--- src/hdl/utf8_stream_decoder_core_assert.svh ---
// Assertion macros for the UTF-8 stream decoder.
// Both expect clk_i and rst_ni in scope.
`ifndef UTF8_STREAM_DECODER_CORE_ASSERT_SVH
`define UTF8_STREAM_DECODER_CORE_ASSERT_SVH

// Same-cycle implication.
`define U8D_ASSERT_NOW(label, ante, cons) \
  label: assert property (@(posedge clk_i) disable iff (!rst_ni) (ante) |-> (cons)) \
    else $error("u8d: assertion failed");

// Next-cycle implication.
`define U8D_ASSERT_NEXT(label, ante, cons) \
  label: assert property (@(posedge clk_i) disable iff (!rst_ni) (ante) |=> (cons)) \
    else $error("u8d: assertion failed");

`endif

--- src/hdl/u8d_pkg.sv ---
package u8d_pkg;

  localparam int unsigned CpW      = 31;
  localparam int unsigned LenW     = 3;
  localparam int unsigned PayW     = 7;
  localparam int unsigned ContPayW = 6;
  localparam int unsigned FifoDepth = 2;

  typedef enum logic [1:0] {
    KIND_ASCII = 2'd0,
    KIND_CONT  = 2'd1,
    KIND_LEAD  = 2'd2
  } byte_kind_e;

  // One classified byte as it sits in the queue.
  typedef struct packed {
    byte_kind_e        kind;
    logic [LenW-1:0]   len;
    logic [PayW-1:0]   payload;
  } byte_class_t;

  // Read side of the queue.
  typedef struct packed {
    logic        valid;
    byte_class_t data;
  } fifo_rd_t;

  // Write side of the queue.
  typedef struct packed {
    logic        push;
    byte_class_t data;
  } fifo_wr_t;

endpackage

--- src/hdl/u8d_front.sv ---
module u8d_front import u8d_pkg::*; (
  input  logic       in_valid_i,
  input  logic [7:0] in_byte_i,
  input  logic       fifo_full_i,
  output logic       in_ready_o,
  output fifo_wr_t   wr_o
);

  byte_class_t cls;

  always_comb begin
    cls.kind    = KIND_LEAD;
    cls.len     = LenW'(1);
    cls.payload = '0;
    unique casez (in_byte_i)
      8'b0???????: begin
        cls.kind    = KIND_ASCII;
        cls.payload = in_byte_i[6:0];
      end
      8'b10??????: begin
        cls.kind    = KIND_CONT;
        cls.payload = PayW'(in_byte_i[5:0]);
      end
      8'b110?????: begin
        cls.len     = LenW'(2);
        cls.payload = PayW'(in_byte_i[4:0]);
      end
      8'b1110????: begin
        cls.len     = LenW'(3);
        cls.payload = PayW'(in_byte_i[3:0]);
      end
      8'b11110???: begin
        cls.len     = LenW'(4);
        cls.payload = PayW'(in_byte_i[2:0]);
      end
      8'b111110??: begin
        cls.len     = LenW'(5);
        cls.payload = PayW'(in_byte_i[1:0]);
      end
      default: begin
        // 0xFC..0xFF all open a six-byte form
        cls.len     = LenW'(6);
        cls.payload = PayW'(in_byte_i[0]);
      end
    endcase
  end

  assign in_ready_o = !fifo_full_i;
  assign wr_o.push  = in_valid_i && !fifo_full_i;
  assign wr_o.data  = cls;

endmodule

--- src/hdl/u8d_fifo.sv ---
`include "utf8_stream_decoder_core_assert.svh"

module u8d_fifo import u8d_pkg::*; (
  input  logic     clk_i,
  input  logic     rst_ni,
  input  fifo_wr_t wr_i,
  input  logic     pop_i,
  output fifo_rd_t rd_o,
  output logic     full_o
);

  localparam int unsigned PtrW = (FifoDepth > 1) ? $clog2(FifoDepth) : 1;
  localparam int unsigned CntW = $clog2(FifoDepth + 1);

  byte_class_t     mem_q [FifoDepth];
  logic [PtrW-1:0] wr_ptr_q, wr_ptr_d;
  logic [PtrW-1:0] rd_ptr_q, rd_ptr_d;
  logic [CntW-1:0] count_q, count_d;
  logic            push, pop;

  assign full_o     = (count_q == CntW'(FifoDepth));
  assign push       = wr_i.push && !full_o;
  assign pop        = pop_i && (count_q != '0);
  assign rd_o.valid = (count_q != '0);
  assign rd_o.data  = mem_q[rd_ptr_q];

  always_comb begin
    wr_ptr_d = wr_ptr_q;
    rd_ptr_d = rd_ptr_q;
    count_d  = count_q;
    if (push) begin
      wr_ptr_d = (wr_ptr_q == PtrW'(FifoDepth - 1)) ? '0 : wr_ptr_q + PtrW'(1);
    end
    if (pop) begin
      rd_ptr_d = (rd_ptr_q == PtrW'(FifoDepth - 1)) ? '0 : rd_ptr_q + PtrW'(1);
    end
    if (push && !pop) begin
      count_d = count_q + CntW'(1);
    end else if (pop && !push) begin
      count_d = count_q - CntW'(1);
    end
  end

  always_ff @(posedge clk_i or negedge rst_ni) begin
    if (!rst_ni) begin
      wr_ptr_q <= '0;
      rd_ptr_q <= '0;
      count_q  <= '0;
    end else begin
      wr_ptr_q <= wr_ptr_d;
      rd_ptr_q <= rd_ptr_d;
      count_q  <= count_d;
    end
  end

  always_ff @(posedge clk_i) begin
    if (push) begin
      mem_q[wr_ptr_q] <= wr_i.data;
    end
  end

  `U8D_ASSERT_NOW(a_cnt_bound, 1'b1, count_q <= CntW'(FifoDepth))
  `U8D_ASSERT_NEXT(a_cnt_up, push && !pop, count_q == $past(count_q) + CntW'(1))
  `U8D_ASSERT_NEXT(a_cnt_down, pop && !push, count_q == $past(count_q) - CntW'(1))

endmodule

--- src/hdl/u8d_back.sv ---
`include "utf8_stream_decoder_core_assert.svh"

module u8d_back import u8d_pkg::*; (
  input  logic            clk_i,
  input  logic            rst_ni,
  input  fifo_rd_t        rd_i,
  output logic            pop_o,
  output logic            out_valid_o,
  input  logic            out_ready_i,
  output logic [CpW-1:0]  code_point_o,
  output logic [LenW-1:0] seq_length_o,
  output logic            bad_sequence_o
);

  logic [LenW-1:0] rem_q, rem_d;
  logic [CpW-1:0]  part_q, part_d;
  logic [LenW-1:0] tot_q, tot_d;
  logic            out_valid_q, out_valid_d;
  logic [CpW-1:0]  cp_q;
  logic [LenW-1:0] len_q;
  logic            bad_q;

  logic            advance;
  logic            emit;
  logic [CpW-1:0]  emit_cp;
  logic [LenW-1:0] emit_len;
  logic            emit_bad;
  logic [CpW-1:0]  acc;

  // Output slot is free or being drained this cycle.
  assign advance = rd_i.valid && (!out_valid_q || out_ready_i);
  assign pop_o   = advance;
  assign acc     = {part_q[CpW-ContPayW-1:0], rd_i.data.payload[ContPayW-1:0]};

  always_comb begin
    rem_d    = rem_q;
    part_d   = part_q;
    tot_d    = tot_q;
    emit     = 1'b0;
    emit_cp  = '0;
    emit_len = '0;
    emit_bad = 1'b0;
    if (advance) begin
      if (rem_q == '0) begin
        unique case (rd_i.data.kind)
          KIND_ASCII: begin
            emit     = 1'b1;
            emit_cp  = CpW'(rd_i.data.payload);
            emit_len = LenW'(1);
          end
          KIND_LEAD: begin
            part_d = CpW'(rd_i.data.payload);
            tot_d  = rd_i.data.len;
            rem_d  = rd_i.data.len - LenW'(1);
          end
          default: begin
            // stray continuation
            emit     = 1'b1;
            emit_bad = 1'b1;
          end
        endcase
      end else if (rd_i.data.kind != KIND_CONT) begin
        // broken sequence: drop partial and this byte
        emit     = 1'b1;
        emit_bad = 1'b1;
        rem_d    = '0;
        part_d   = '0;
        tot_d    = '0;
      end else if (rem_q == LenW'(1)) begin
        emit     = 1'b1;
        emit_cp  = acc;
        emit_len = tot_q;
        rem_d    = '0;
        part_d   = '0;
        tot_d    = '0;
      end else begin
        part_d = acc;
        rem_d  = rem_q - LenW'(1);
      end
    end
  end

  always_comb begin
    out_valid_d = out_valid_q;
    if (advance && emit) begin
      out_valid_d = 1'b1;
    end else if (out_ready_i) begin
      out_valid_d = 1'b0;
    end
  end

  always_ff @(posedge clk_i or negedge rst_ni) begin
    if (!rst_ni) begin
      rem_q       <= '0;
      out_valid_q <= 1'b0;
    end else begin
      rem_q       <= rem_d;
      out_valid_q <= out_valid_d;
    end
  end

  always_ff @(posedge clk_i) begin
    part_q <= part_d;
    tot_q  <= tot_d;
    if (advance && emit) begin
      cp_q  <= emit_cp;
      len_q <= emit_len;
      bad_q <= emit_bad;
    end
  end

  assign out_valid_o    = out_valid_q;
  assign code_point_o   = cp_q;
  assign seq_length_o   = len_q;
  assign bad_sequence_o = bad_q;

  `U8D_ASSERT_NOW(a_err_zero, out_valid_q && bad_q, cp_q == '0 && len_q == '0)
  `U8D_ASSERT_NOW(a_ok_len, out_valid_q && !bad_q, len_q != '0 && len_q <= LenW'(6))
  `U8D_ASSERT_NOW(a_rem_lt_tot, rem_q != '0, tot_q > rem_q && rem_q <= LenW'(5))
  `U8D_ASSERT_NEXT(a_hold, !advance, rem_q == $past(rem_q))

endmodule

--- src/hdl/utf8_stream_decoder_core.sv ---
// UTF-8 stream decoder, original one- to six-byte forms.
// Input channel: one raw byte per transfer on in_byte_i (in_valid_i/in_ready_o).
// Output channel: one result per transfer (out_valid_o/out_ready_i) carrying
//   code_point_o, seq_length_o and bad_sequence_o. A lead byte alone gives no
//   result; an ASCII byte or the final continuation byte gives a character;
//   a stray or misplaced byte gives an error result with zero value and length.
// Overlong forms are decoded as they stand; 0xFE/0xFF open six-byte forms.
// Throughput: one byte per cycle, sustained, with out_ready_i held high.
// Result path: the completing byte is written into the two-entry queue; the
//   back takes it from there and the output register captures the result.
// Structure: the front classifies each byte into the queue; the back runs the
//   sequence state and owns the output register, so either side can stall.
// Stall: with out_ready_i low the output holds; the queue then fills and
//   in_ready_o falls after at most two more bytes.
// Reset (rst_ni low, asynchronous): queue empty, decoder idle, no result
//   pending; any partial sequence is discarded.
module utf8_stream_decoder_core import u8d_pkg::*; (
  input  logic            clk_i,
  input  logic            rst_ni,
  input  logic            in_valid_i,
  output logic            in_ready_o,
  input  logic [7:0]      in_byte_i,
  output logic            out_valid_o,
  input  logic            out_ready_i,
  output logic [CpW-1:0]  code_point_o,
  output logic [LenW-1:0] seq_length_o,
  output logic            bad_sequence_o
);

  fifo_wr_t wr;
  fifo_rd_t rd;
  logic     fifo_full;
  logic     pop;

  // front: byte classification
  u8d_front u_front (
    .in_valid_i  (in_valid_i),
    .in_byte_i   (in_byte_i),
    .fifo_full_i (fifo_full),
    .in_ready_o  (in_ready_o),
    .wr_o        (wr)
  );

  // decoupling queue
  u8d_fifo u_fifo (
    .clk_i  (clk_i),
    .rst_ni (rst_ni),
    .wr_i   (wr),
    .pop_i  (pop),
    .rd_o   (rd),
    .full_o (fifo_full)
  );

  // back: sequence assembly and output register
  u8d_back u_back (
    .clk_i          (clk_i),
    .rst_ni         (rst_ni),
    .rd_i           (rd),
    .pop_o          (pop),
    .out_valid_o    (out_valid_o),
    .out_ready_i    (out_ready_i),
    .code_point_o   (code_point_o),
    .seq_length_o   (seq_length_o),
    .bad_sequence_o (bad_sequence_o)
  );

endmodule
--- config.mk ---
export PLATFORM = sky130hd
export DESIGN_NAME = utf8_stream_decoder_core
export DESIGN_NICKNAME = d
export VERILOG_FILES = /design/src/hdl/u8d_pkg.sv /design/src/hdl/u8d_front.sv /design/src/hdl/u8d_fifo.sv /design/src/hdl/u8d_back.sv /design/src/hdl/utf8_stream_decoder_core.sv
export VERILOG_INCLUDE_DIRS = /design/src /design/src/hdl
export SDC_FILE = /design/constraint.sdc
export NUM_CORES = 1
export LEC_CHECK = 0
export BUFFER_PORTS_ARGS = -buffer_cell sky130_fd_sc_hd__buf_2
export CAP_MARGIN = 20
export CORE_AREA = 2 2 81 141
export DETAILED_ROUTE_END_ITERATION = 10
export DIE_AREA = 0 0 83 143
export GPL_TIMING_DRIVEN = 0
export PLACE_DENSITY = 0.62
export SKIP_CTS_REPAIR_TIMING = 1
export SYNTH_ARGS = -nofsm -noshare
export SYNTH_HDL_FRONTEND = slang
export SYNTH_SLANG_ARGS = --single-unit
--- constraint.sdc ---
create_clock -name clk_i -period 3.95 [get_ports clk_i]
set_input_delay 0.5925 -clock clk_i [delete_from_list [all_inputs] [get_ports clk_i]]
set_output_delay 0.5925 -clock clk_i [all_outputs]
set_load 0.02 [all_outputs]
=== Word-level counts from Yosys, hierarchy flattened ===
Memory sizes are Yosys's and may differ from the RTL's.
Cells that the tools add are included.

* Add/subtract/negate cells: 6
* Equal/unequal tests: 10
* Mux-type cells: 39
* Bitwise gates (word level): 1
* Reduce and logical (&&, ||, !) cells: 22

{| class="wikitable"
|+ Operators by type and width
! kind !! number
|-
| $mux 25 || 4
|-
| $mux 31 || 3
|-
| $pmux 7 s6 || 1
|-
| $mux 3 || 11
|-
| $mux 1 || 15
|-
| $pmux 3 s5 || 1
|-
| $logic_and 1x1->1 || 7
|-
| $mux 7 || 1
|-
| $eq 2x2->1 const B || 3
|-
| $eq 6x6->1 const B || 1
|-
| $reduce_bool 2->1 || 3
|-
| $sub 3x1->3 const B || 2
|-
| $eq 5x5->1 const B || 1
|-
| $eq 4x4->1 const B || 1
|-
| $logic_not 1->1 || 4
|-
| $mux 2 || 2
|-
| $pmux 2 s2 || 1
|-
| $reduce_or 2->1 || 2
|-
| $eq 3x1->1 const B || 1
|-
| $eq 3x3->1 const B || 1
|-
| $logic_not 3->1 || 1
|-
| $reduce_and 3->1 || 1
|-
| $reduce_bool 3->1 || 1
|-
| $add 1x1->1 const B || 2
|-
| 8 further kinds || 8
|}

* Flip-flop bits (word level): 71
* RAM bits: 24
* Input port bits: 12
* Word-level logic and storage cells: 89
* Memories: 1

{| class="wikitable"
|+ Memory list
! name !! depth !! bits a word !! read ports !! clocked after memory_dff !! wr ports !! RTL line !! RTL
|-
| u_fifo.mem_q || 2 || 12 || 1 || 0 || 1 || u8d_fifo.sv:15 || <nowiki>byte_class_t mem_q [FifoDepth];</nowiki>
|}

=== Depth between registers and ports, before layout ===
Gate-level depths: netlist (run 1).

* Depth after elaboration: 8
* Mapped depth: 7

=== Modules after synthesis ===
Synthesis (run 1) repeated with hierarchy kept, for this count alone.

* Cells, all modules: 257
* Area total of the unflattened synthesis: 3928.8 sq um

{| class="wikitable"
|+ By module, submodules not included
! module !! times used !! cells an instance !! area an instance (sq um) !! sequential area each (sq um)
|-
| u8d_back || 1 || 182 || 2750.1 || 1991.9
|-
| u8d_fifo || 1 || 56 || 1069.8 || 820.8
|-
| u8d_front || 1 || 19 || 108.9 || 0.0
|}

=== Worst setup path before layout (run 1) ===
OpenSTA, ideal clock, no wires.

* Path type: register -> register
* Start point: reg u_back.rem_q[0]
* End point: reg u_back.rem_q[0]
* Setup time: 0.125 ns
* Arrival time: 2.707 ns
* Required time: 3.825 ns
* Setup slack: 1.118 ns
* Stages on the path, launching flop included: 8
* Cells stage by stage: dfrtp_1 > inv_1 > ha_1 > nand2b_1 > clkbuf_1 > a211oi_2 > nor2_1 > mux2_2

* Word-level cells in the longest chain between the ends: 4
* Elaborated cells on any way between the ends: 8

{| class="wikitable"
|+ RTL lines
! item !! RTL line !! RTL
|-
| start: declaration || u8d_back.sv:15 || <nowiki>logic [LenW-1:0] rem_q, rem_d;</nowiki>
|-
| start signal: assignment || u8d_back.sv:97 || <nowiki>rem_q <= rem_d;</nowiki>
|-
| $sub 3x1->3 or $eq 3x1->1 (tied branches) || u8d_back.sv:78, u8d_back.sv:69 ||
|-
| $mux 3 || u8d_back.sv:69 || <nowiki>end else if (rem_q == LenW'(1)) begin</nowiki>
|-
| $mux 3 || u8d_back.sv:62 || <nowiki>end else if (rd_i.data.kind != KIND_CONT) begin</nowiki>
|-
| $mux 3 || u8d_back.sv:44 || <nowiki>if (rem_q == '0) begin</nowiki>
|}

Several ways; a longest one is shown, not always the timed one.
A chain may end at the register's enable or synchronous reset.

=== Final worst setup path (run 1) ===
* Start point: reg u_back.rem_q[0]
* End point: reg u_back.cp_q[1], in the netlist u_back.code_point_o[1], enable pin

* Word-level cells in the longest chain between the ends: 6
* Elaborated cells on any way between the ends: 7

{| class="wikitable"
|+ RTL lines
! item !! RTL line !! RTL
|-
| $eq 3x1->1 || u8d_back.sv:69 ||
|-
| $mux 1 || u8d_back.sv:69 ||
|-
| $mux 1 || u8d_back.sv:62 ||
|-
| $mux 1 * || u8d_back.sv:44 ||
|-
| $mux 1 * || u8d_back.sv:43 || <nowiki>if (advance) begin</nowiki>
|-
| $logic_and 1x1->1 * || u8d_back.sv:105 || <nowiki>if (advance && emit) begin</nowiki>
|-
| end signal: assignment || u8d_back.sv:106 || <nowiki>cp_q <= emit_cp;</nowiki>
|-
| end: declaration || u8d_back.sv:19 || <nowiki>logic [CpW-1:0] cp_q;</nowiki>
|}

Every way passes the cells marked *; elsewhere a longest branch is shown, timed or not.

==> run_summary.xml, run 1 <==
<?xml version="1.0" encoding="UTF-8"?>
<metrics>
  <group name="outcome">
    <metric name="status" unit="">finished, final reports clean</metric>
  </group>
  <group name="grt">
    <metric name="gr-usage-all-layers" unit="%">11.26</metric>
    <metric name="grt_first_pass_wirelength" unit="um">10100</metric>
    <metric name="grt_pass1_vias" unit="">2146</metric>
    <metric name="grt_overflow_total" unit="">0</metric>
    <metric name="pin_count_of_the_biggest_net_entering_global_routing" unit="">36</metric>
    <metric name="initial_antenna_violation_count" unit="">0</metric>
  </group>
  <group name="timing">
    <metric name="finalWorstPathRequiredPeriod" unit="ns">2.844</metric>
    <metric name="setup_ws" unit="ns">1.106</metric>
    <metric name="tightest_slew" unit="ns">0.9901</metric>
    <metric name="worst_slew_margin_rel" unit="%">33.75</metric>
    <metric name="skew" unit="ns">0.01022</metric>
    <metric name="final-hold-violation-count" unit="">0</metric>
    <metric name="finalSetupViolations" unit="">0</metric>
    <metric name="fmax" unit="MHz">351.6</metric>
    <metric name="unrepaired_setup_endpoints_after_global_routing" unit="">no</metric>
    <metric name="final.setup.tns" unit="ns">0</metric>
    <metric name="maxSlewViolCount" unit="">0</metric>
    <metric name="finalCritPeriodShare" unit="%">72.01</metric>
  </group>
  <group name="clocking">
    <metric name="cts_inserted_buffers" unit="">9</metric>
    <metric name="worst_skew_pair.late_latency" unit="ns">0.34</metric>
    <metric name="worst_setup_hold_path_clk_slew" unit="ns">0.06</metric>
    <metric name="clockBufferDepth" unit="">2</metric>
    <metric name="cts_tree" unit="">yes</metric>
    <metric name="clk_sink_count" unit="">95</metric>
    <metric name="cts.root.buffer_cell" unit="">sky130_fd_sc_hd__clkbuf_16</metric>
    <metric name="cts_htree_levels" unit="">3</metric>
  </group>
  <group name="synth">
    <metric name="post_synthesis_mean_instance_area" unit="sq um">15.14</metric>
    <metric name="synth.largest_area_cell" unit="">sky130_fd_sc_hd__edfxtp_1</metric>
    <metric name="syn-cell-area" unit="sq um">3876</metric>
    <metric name="synth-edff-count" unit="">87</metric>
    <metric name="netlist.area_leader.share" unit="%">67.40</metric>
    <metric name="ys_seq_area_share" unit="%">72.56</metric>
    <metric name="dominantRegCellSynth" unit="">sky130_fd_sc_hd__edfxtp_1</metric>
    <metric name="asyncSetResetFlopFracSynth" unit="%">8.421</metric>
    <metric name="ys_warn_count" unit="">0</metric>
    <metric name="synthDistinctLibCells" unit="">44</metric>
    <metric name="ys_seq_elements" unit="">95</metric>
    <metric name="synth_top_cells_by_area" unit="">sky130_fd_sc_hd__edfxtp_1 (67%), sky130_fd_sc_hd__and2_1 (7.4%), sky130_fd_sc_hd__dfrtp_1 (5.2%)</metric>
    <metric name="postSynthCellCount" unit="">256</metric>
    <metric name="synth_nets" unit="">273</metric>
  </group>
  <group name="die">
    <metric name="design.die.area" unit="sq um">11870</metric>
    <metric name="rows" unit="">50</metric>
    <metric name="die_height" unit="um">143</metric>
    <metric name="die_extent_in_x" unit="um">83</metric>
    <metric name="floorplan.initialDensity" unit="%">36.23</metric>
    <metric name="io_pins" unit="">49</metric>
    <metric name="core_area" unit="sq um">10700</metric>
  </group>
  <group name="run">
    <metric name="cap_violations" unit="">0</metric>
  </group>
  <group name="layout">
    <metric name="design.final.nets" unit="">333</metric>
    <metric name="multiInputGateArea" unit="sq um">997.2</metric>
    <metric name="fillerInstances" unit="">980</metric>
    <metric name="layout.area.seq" unit="sq um">2813</metric>
    <metric name="layout_common_cells" unit="">sky130_fd_sc_hd__edfxtp_1 (87), sky130_fd_sc_hd__buf_2 (49), sky130_fd_sc_hd__and2_1 (46)</metric>
    <metric name="final_common_cell" unit="">sky130_fd_sc_hd__edfxtp_1</metric>
    <metric name="area_delta_synth_final" unit="%">18.46</metric>
    <metric name="drive_above_1_share" unit="%">23.68</metric>
    <metric name="num_antenna_cells" unit="">0</metric>
  </group>
  <group name="critical_path">
    <metric name="worstSetupEndpointType" unit="">flip-flop</metric>
    <metric name="critPathMaxStageDelay" unit="ns">0.80</metric>
    <metric name="r2r_slack" unit="ns">1.11</metric>
    <metric name="required" unit="ns">3.91</metric>
    <metric name="path_cells" unit="">inv_1 &gt; ha_1 &gt; nand2b_1 &gt; clkbuf_1 &gt; o21a_1 &gt; o21ba_2</metric>
    <metric name="worstPathArrival" unit="ns">2.80</metric>
    <metric name="cpMaxStageDelayCell" unit="">sky130_fd_sc_hd__o21ba_2</metric>
    <metric name="timing.critical_path.fanout_max" unit="">35</metric>
    <metric name="timing.setup.critical_path_class" unit="">reg -&gt; reg</metric>
    <metric name="worstSetupStartpointType" unit="">flip-flop</metric>
  </group>
  <group name="place">
    <metric name="place_ws" unit="ns">1.070</metric>
    <metric name="port-buffer-count" unit="">48</metric>
    <metric name="place_congestion" unit="">0.7744</metric>
    <metric name="dp.final_hpwl" unit="um">4506</metric>
  </group>
  <group name="detailed_routing">
    <metric name="route.detailed.wl_per_inst" unit="um">13.98</metric>
    <metric name="remaining_drc_errors" unit="">0</metric>
    <metric name="drt_iter0_markers" unit="">112</metric>
    <metric name="average_via_count_per_standard_cell" unit="">4.703</metric>
    <metric name="vias" unit="">2121</metric>
    <metric name="drt_pass1_iterations" unit="">4</metric>
    <metric name="finalWirelength" unit="um">6303</metric>
    <metric name="ant_nets" unit="">0</metric>
  </group>
  <group name="pwr">
    <metric name="maximum_vdd_drop" unit="mV">0.4247</metric>
    <metric name="cellPowerDensity" unit="nW/um^2">885.0</metric>
    <metric name="power.leakage" unit="nW">1.804</metric>
  </group>
  <group name="hold_path">
    <metric name="hold_path.class" unit="">in -&gt; async</metric>
  </group>
</metrics>
## state kept, by name, summed over array words and instances, names as in the netlist
register and cells:
u_fifo.wr_ptr_q 1, u_fifo.rd_ptr_q 1, u_fifo.mem_q 24, u_back.rem_q 3, u_back.part_q 25, u_back.seq_length_o 3, u_back.code_point_o 31, u_back.bad_sequence_o 1
u_back.tot_q 3, u_fifo.count_q 2, u_back.out_valid_o 1
## power breakdown
group / total, mW / leakage (nW) / switching, mW / internal (mW)
combinational: 1.37 / 0.711 / 0.922 / 0.445
clock: 0.845 / 0.146 / 0.354 / 0.491
sequential: 1.85 / 0.947 / 0.142 / 1.71
## through the flow
| stage | hold WS [ns] | instances | util [%] | total power [mW] | area [sq um] |
|---|---|---|---|---|---|
| global placement | 0.4541 | 434 | 40.00 | 3.205 | 4279 |
| floorplan | 0.2969 | 256 | - | 2.818 | 3876 |
| global route | 0.09740 | 451 | 42.92 | 4.298 | 4592 |
| detailed placement | 0.4571 | 435 | 40.16 | 3.264 | 4297 |
| finish | 0.09868 | 451 | 42.92 | 4.064 | 4592 |
| CTS | 0.09255 | 451 | 42.92 | 4.119 | 4592 |
## layout make-up
cell class,instances,share of cell area [%]
flip-flops and latches,95,61.25
plain buffers,7,0.7629
clock buffers,9,4.905
multi-input cells,145,21.72
well taps,130,3.542
inverters,9,0.7357
repair buffers,49,5.559
clock inverters,7,1.526
## cells in the mapped netlist, types with 2 or more instances
cell type and count:
sky130_fd_sc_hd__nor2b_1 6, sky130_fd_sc_hd__nand2_1 8, sky130_fd_sc_hd__xor2_1 2, sky130_fd_sc_hd__a21oi_1 4, sky130_fd_sc_hd__xnor2_1 4, sky130_fd_sc_hd__and2_1 46, sky130_fd_sc_hd__o21a_1 2, sky130_fd_sc_hd__inv_1 9
sky130_fd_sc_hd__mux2_2 2, sky130_fd_sc_hd__ha_1 5, sky130_fd_sc_hd__nor3_1 2, sky130_fd_sc_hd__nand2b_1 6, sky130_fd_sc_hd__dfrtp_1 8, sky130_fd_sc_hd__clkbuf_1 5, sky130_fd_sc_hd__edfxtp_1 87, sky130_fd_sc_hd__nand3_1 2
sky130_fd_sc_hd__mux2i_1 12, sky130_fd_sc_hd__nor2_1 20
## worst max-delay path, delay by kind of cell, from the launching register on
| kind | cells | cell delay, ns |
|---|---|---|
| AO/OA/AOI/OAI | 2 | 1.19 |
| flip-flops | 1 | 0.43 |
| buffers and inverters | 2 | 0.40 |
| adder cells (fa/ha/maj) | 1 | 0.31 |
| AND/OR/NAND/NOR | 1 | 0.11 |
## final timing paths
path | to | start | cells past startpoint
hold / removal | u_fifo.wr_ptr_q | rst_ni | 1
setup / recovery | u_back.code_point_o[1] | u_back.rem_q[0] | 6
max in group asynchronous | u_back.rem_q[2] | rst_ni | 1
min in group clk_i | u_fifo.mem_q[1][0] | in_byte_i[0] | 1
setup reg to reg | u_back.code_point_o[1] | u_back.rem_q[0] | 6
hold reg to reg | u_fifo.wr_ptr_q | u_fifo.wr_ptr_q | 1
## kinds of logic (layout without fill, tap and decap cells)
logic type,after synthesis,count (layout),share of synthesized area (%)
AO/OA/AOI/OAI,24,24,4.939
XOR/XNOR,6,6,1.356
adder cells (fa/ha/maj),5,5,1.614
buffers and inverters,16,81,1.775
flip-flops,95,95,72.56
multiplexers,14,14,3.680
AND/OR/NAND/NOR,96,96,14.07
## layer usage
metal,vias to the layer above,global-route usage (%),wire length (um)
met5,-,0,0
met4,0,6.730,192
met3,11,3.237,219
met2,47,21.35,3512
met1,1027,10.48,2379
li1,1036,-,-
No activity file was read; power rests on OpenSTA's default activity.
==> run 2, diff against run 1 <==
PLACE_DENSITY = 0.64   (was 0.62)
clock period = 2.4 ns   (was 3.95 ns; I/O delays follow)
==> run 2 against run 1 <==
- setup slack worse by 0.95 ns
- first-iteration DRC count up 48%
- utilization up 1.5 points
- global-route usage down 0.28 points
- sequential share of layout area down 2.0 points
- power up 75%
- cell area up 3.4%
- largest cell class unchanged
- highest routed layer unchanged
==> run_summary.xml, run 2 (same netlist as run 1, synthesis figures left out) <==
<?xml version="1.0" encoding="UTF-8"?>
<metrics>
  <group name="outcome">
    <metric name="status" unit="">finished, final reports clean</metric>
  </group>
  <group name="critical_path">
    <metric name="timing.setup.critical_path_class" unit="">reg -&gt; reg</metric>
    <metric name="worst_path_dominant_cell_family" unit="">compound AO/OA/AOI/OAI gates</metric>
    <metric name="timing.critical_path.fanout_max" unit="">17</metric>
    <metric name="worstSetupEndpointType" unit="">flip-flop</metric>
    <metric name="cpMaxStageDelayCell" unit="">sky130_fd_sc_hd__dfrtp_1</metric>
    <metric name="required" unit="ns">2.42</metric>
    <metric name="buffers_and_inverters_on_the_worst_path" unit="">2</metric>
    <metric name="worstSetupStartpointType" unit="">flip-flop</metric>
    <metric name="worstPathArrival" unit="ns">2.26</metric>
    <metric name="critPathMaxStageDelay" unit="ns">0.43</metric>
    <metric name="path_cells" unit="">inv_1 &gt; ha_2 &gt; nand2b_1 &gt; clkbuf_1 &gt; a211oi_4 &gt; o21ba_4</metric>
  </group>
  <group name="timing">
    <metric name="unrepaired_setup_endpoints_after_global_routing" unit="">no</metric>
    <metric name="finalWorstPathRequiredPeriod" unit="ns">2.242</metric>
    <metric name="finalCritPeriodShare" unit="%">93.42</metric>
    <metric name="tightest_slew" unit="ns">0.9713</metric>
    <metric name="maxSlewViolCount" unit="">0</metric>
    <metric name="finalSetupViolations" unit="">0</metric>
    <metric name="setup_ws" unit="ns">0.1579</metric>
    <metric name="final-hold-violation-count" unit="">0</metric>
    <metric name="skew" unit="ns">0.009216</metric>
    <metric name="worst_slew_margin_rel" unit="%">35.00</metric>
    <metric name="fmax" unit="MHz">446.0</metric>
  </group>
  <group name="layout">
    <metric name="design.final.nets" unit="">343</metric>
    <metric name="layout_common_cells" unit="">sky130_fd_sc_hd__edfxtp_1 (87), sky130_fd_sc_hd__buf_2 (49), sky130_fd_sc_hd__and2_1 (46)</metric>
    <metric name="area_delta_synth_final" unit="%">22.47</metric>
    <metric name="final-instance-count-excl-fill" unit="">461</metric>
    <metric name="num_antenna_cells" unit="">0</metric>
    <metric name="flip_flop_count_of_the_largest_register_after_layout" unit="">31</metric>
    <metric name="final_common_cell" unit="">sky130_fd_sc_hd__edfxtp_1</metric>
    <metric name="drive_above_1_share" unit="%">26.59</metric>
    <metric name="utilization" unit="%">44.37</metric>
    <metric name="fillerInstances" unit="">960</metric>
  </group>
  <group name="pwr">
    <metric name="total_power" unit="mW">7.125</metric>
    <metric name="maximum_vdd_drop" unit="mV">0.6919</metric>
    <metric name="power.leakage" unit="nW">1.875</metric>
    <metric name="cellPowerDensity" unit="nW/um^2">1501</metric>
  </group>
  <group name="die">
    <metric name="die_extent_in_x" unit="um">83</metric>
    <metric name="die_height" unit="um">143</metric>
    <metric name="design.die.area" unit="sq um">11870</metric>
    <metric name="core_area" unit="sq um">10700</metric>
    <metric name="floorplan.initialDensity" unit="%">36.23</metric>
    <metric name="rows" unit="">50</metric>
    <metric name="io_pins" unit="">49</metric>
  </group>
  <group name="detailed_routing">
    <metric name="vias" unit="">2152</metric>
    <metric name="remaining_drc_errors" unit="">0</metric>
    <metric name="ant_nets" unit="">0</metric>
    <metric name="route.detailed.wl_per_inst" unit="um">13.61</metric>
    <metric name="average_via_count_per_standard_cell" unit="">4.668</metric>
    <metric name="finalWirelength" unit="um">6275</metric>
    <metric name="drt_iter0_markers" unit="">166</metric>
    <metric name="drt_pass1_iterations" unit="">4</metric>
  </group>
  <group name="clocking">
    <metric name="cts.root.buffer_cell" unit="">sky130_fd_sc_hd__clkbuf_16</metric>
    <metric name="cts_inserted_buffers" unit="">9</metric>
    <metric name="clk_sink_count" unit="">95</metric>
    <metric name="cts_htree_levels" unit="">3</metric>
    <metric name="cts_tree" unit="">yes</metric>
    <metric name="worst_skew_pair.late_latency" unit="ns">0.34</metric>
    <metric name="clockBufferDepth" unit="">2</metric>
    <metric name="worst_setup_hold_path_clk_slew" unit="ns">0.06</metric>
  </group>
  <group name="hold_path">
    <metric name="hold_path.class" unit="">in -&gt; reg</metric>
  </group>
  <group name="place">
    <metric name="dp.final_hpwl" unit="um">4436</metric>
    <metric name="place_ws" unit="ns">-0.4740</metric>
    <metric name="place_congestion" unit="">0.7460</metric>
    <metric name="place_inst" unit="">435</metric>
    <metric name="port-buffer-count" unit="">48</metric>
  </group>
  <group name="grt">
    <metric name="use_met2" unit="%">20.20</metric>
    <metric name="initial_antenna_violation_count" unit="">0</metric>
    <metric name="grt_pass1_vias" unit="">2157</metric>
    <metric name="grt_overflow_total" unit="">0</metric>
    <metric name="pin_count_of_the_biggest_net_entering_global_routing" unit="">36</metric>
    <metric name="grt_use_met3" unit="%">3.179</metric>
    <metric name="top_usage_layer" unit="">met2</metric>
    <metric name="gr-usage-all-layers" unit="%">10.98</metric>
    <metric name="grt_first_pass_wirelength" unit="um">10020</metric>
    <metric name="groute.layer.met1.usage" unit="%">10.41</metric>
  </group>
  <group name="run">
    <metric name="cap_violations" unit="">0</metric>
  </group>
</metrics>
==> run 2: cell types whose count changed in the layout (fill, tap and decap cells not counted), sizes merged <==
cell         before  now
inv              11   12
buf              51   59
dlygate4sd3       0    1
clkinv            3    1
bufinv            1    2
o21ba             1    2
==> run 2: power breakdown <==
group          total (mW)  switching, mW  internal (mW)
combinational        2.57           1.61          0.959
clock                1.53          0.608          0.925
sequential           3.03          0.225           2.80
total                7.12           2.44           4.68
==> run 2: per-layer routing <==
layer	up-vias	routed length, um
li1	1058	-
met1	1019	2244
met2	59	3469
met3	16	276
met4	0	284
met5	-	0
==> run 2: layout make-up <==
class                      count  area, sq um  share of cell area, %
buffer                         7        35.03                 0.7380
clock buffer                   9        225.2                  4.744
clock inverter                 7        101.3                  2.135
inverter                       9        33.78                 0.7117
multi-input combinational    146         1039                  21.88
sequential                    95         2813                  59.25
tap                          130        162.7                  3.426
timing repair buffer          58        337.8                  7.117
==> run 2: path summary, 6_finish.rpt <==
kind | start | end | slack [ns] | cells after the start
min in group asynchronous | rst_ni | u_back.rem_q[2] | 0.40 | 2
worst min register to register | u_fifo.wr_ptr_q | u_fifo.wr_ptr_q | 0.49 | 1
max in group asynchronous | rst_ni | u_fifo.rd_ptr_q | 1.81 | 2
worst max register to register | u_back.rem_q[0] | u_back.seq_length_o[2] | 0.16 | 6
worst min-delay path | in_byte_i[0] | u_fifo.mem_q[1][0] | 0.22 | 1
worst max-delay path | u_back.rem_q[0] | u_back.seq_length_o[2] | 0.16 | 6
==> run 2: per-stage QoR <==
stage | area [sq um] | TNS [ns] | hold slack [ns]
5_1_grt | 4747 | 0 | 0.2096
3_5_place_dp | 4297 | -20.25 | 0.2272
6_report | 4747 | 0 | 0.2178
2_1_floorplan | 3879 | 0 | 0.06441
3_3_place_gp | 4282 | -24.34 | 0.2199
4_1_cts | 4623 | -20.47 | -0.1411
==> run 2: worst register-to-register path: cells and delay by family (launching register included) <==
kind	cells	cell delay, ns
AO/OA/AOI/OAI	2	0.84
buffers and inverters	2	0.32
adder cells (fa/ha/maj)	1	0.27
flip-flops	1	0.43
AND/OR/NAND/NOR	1	0.07
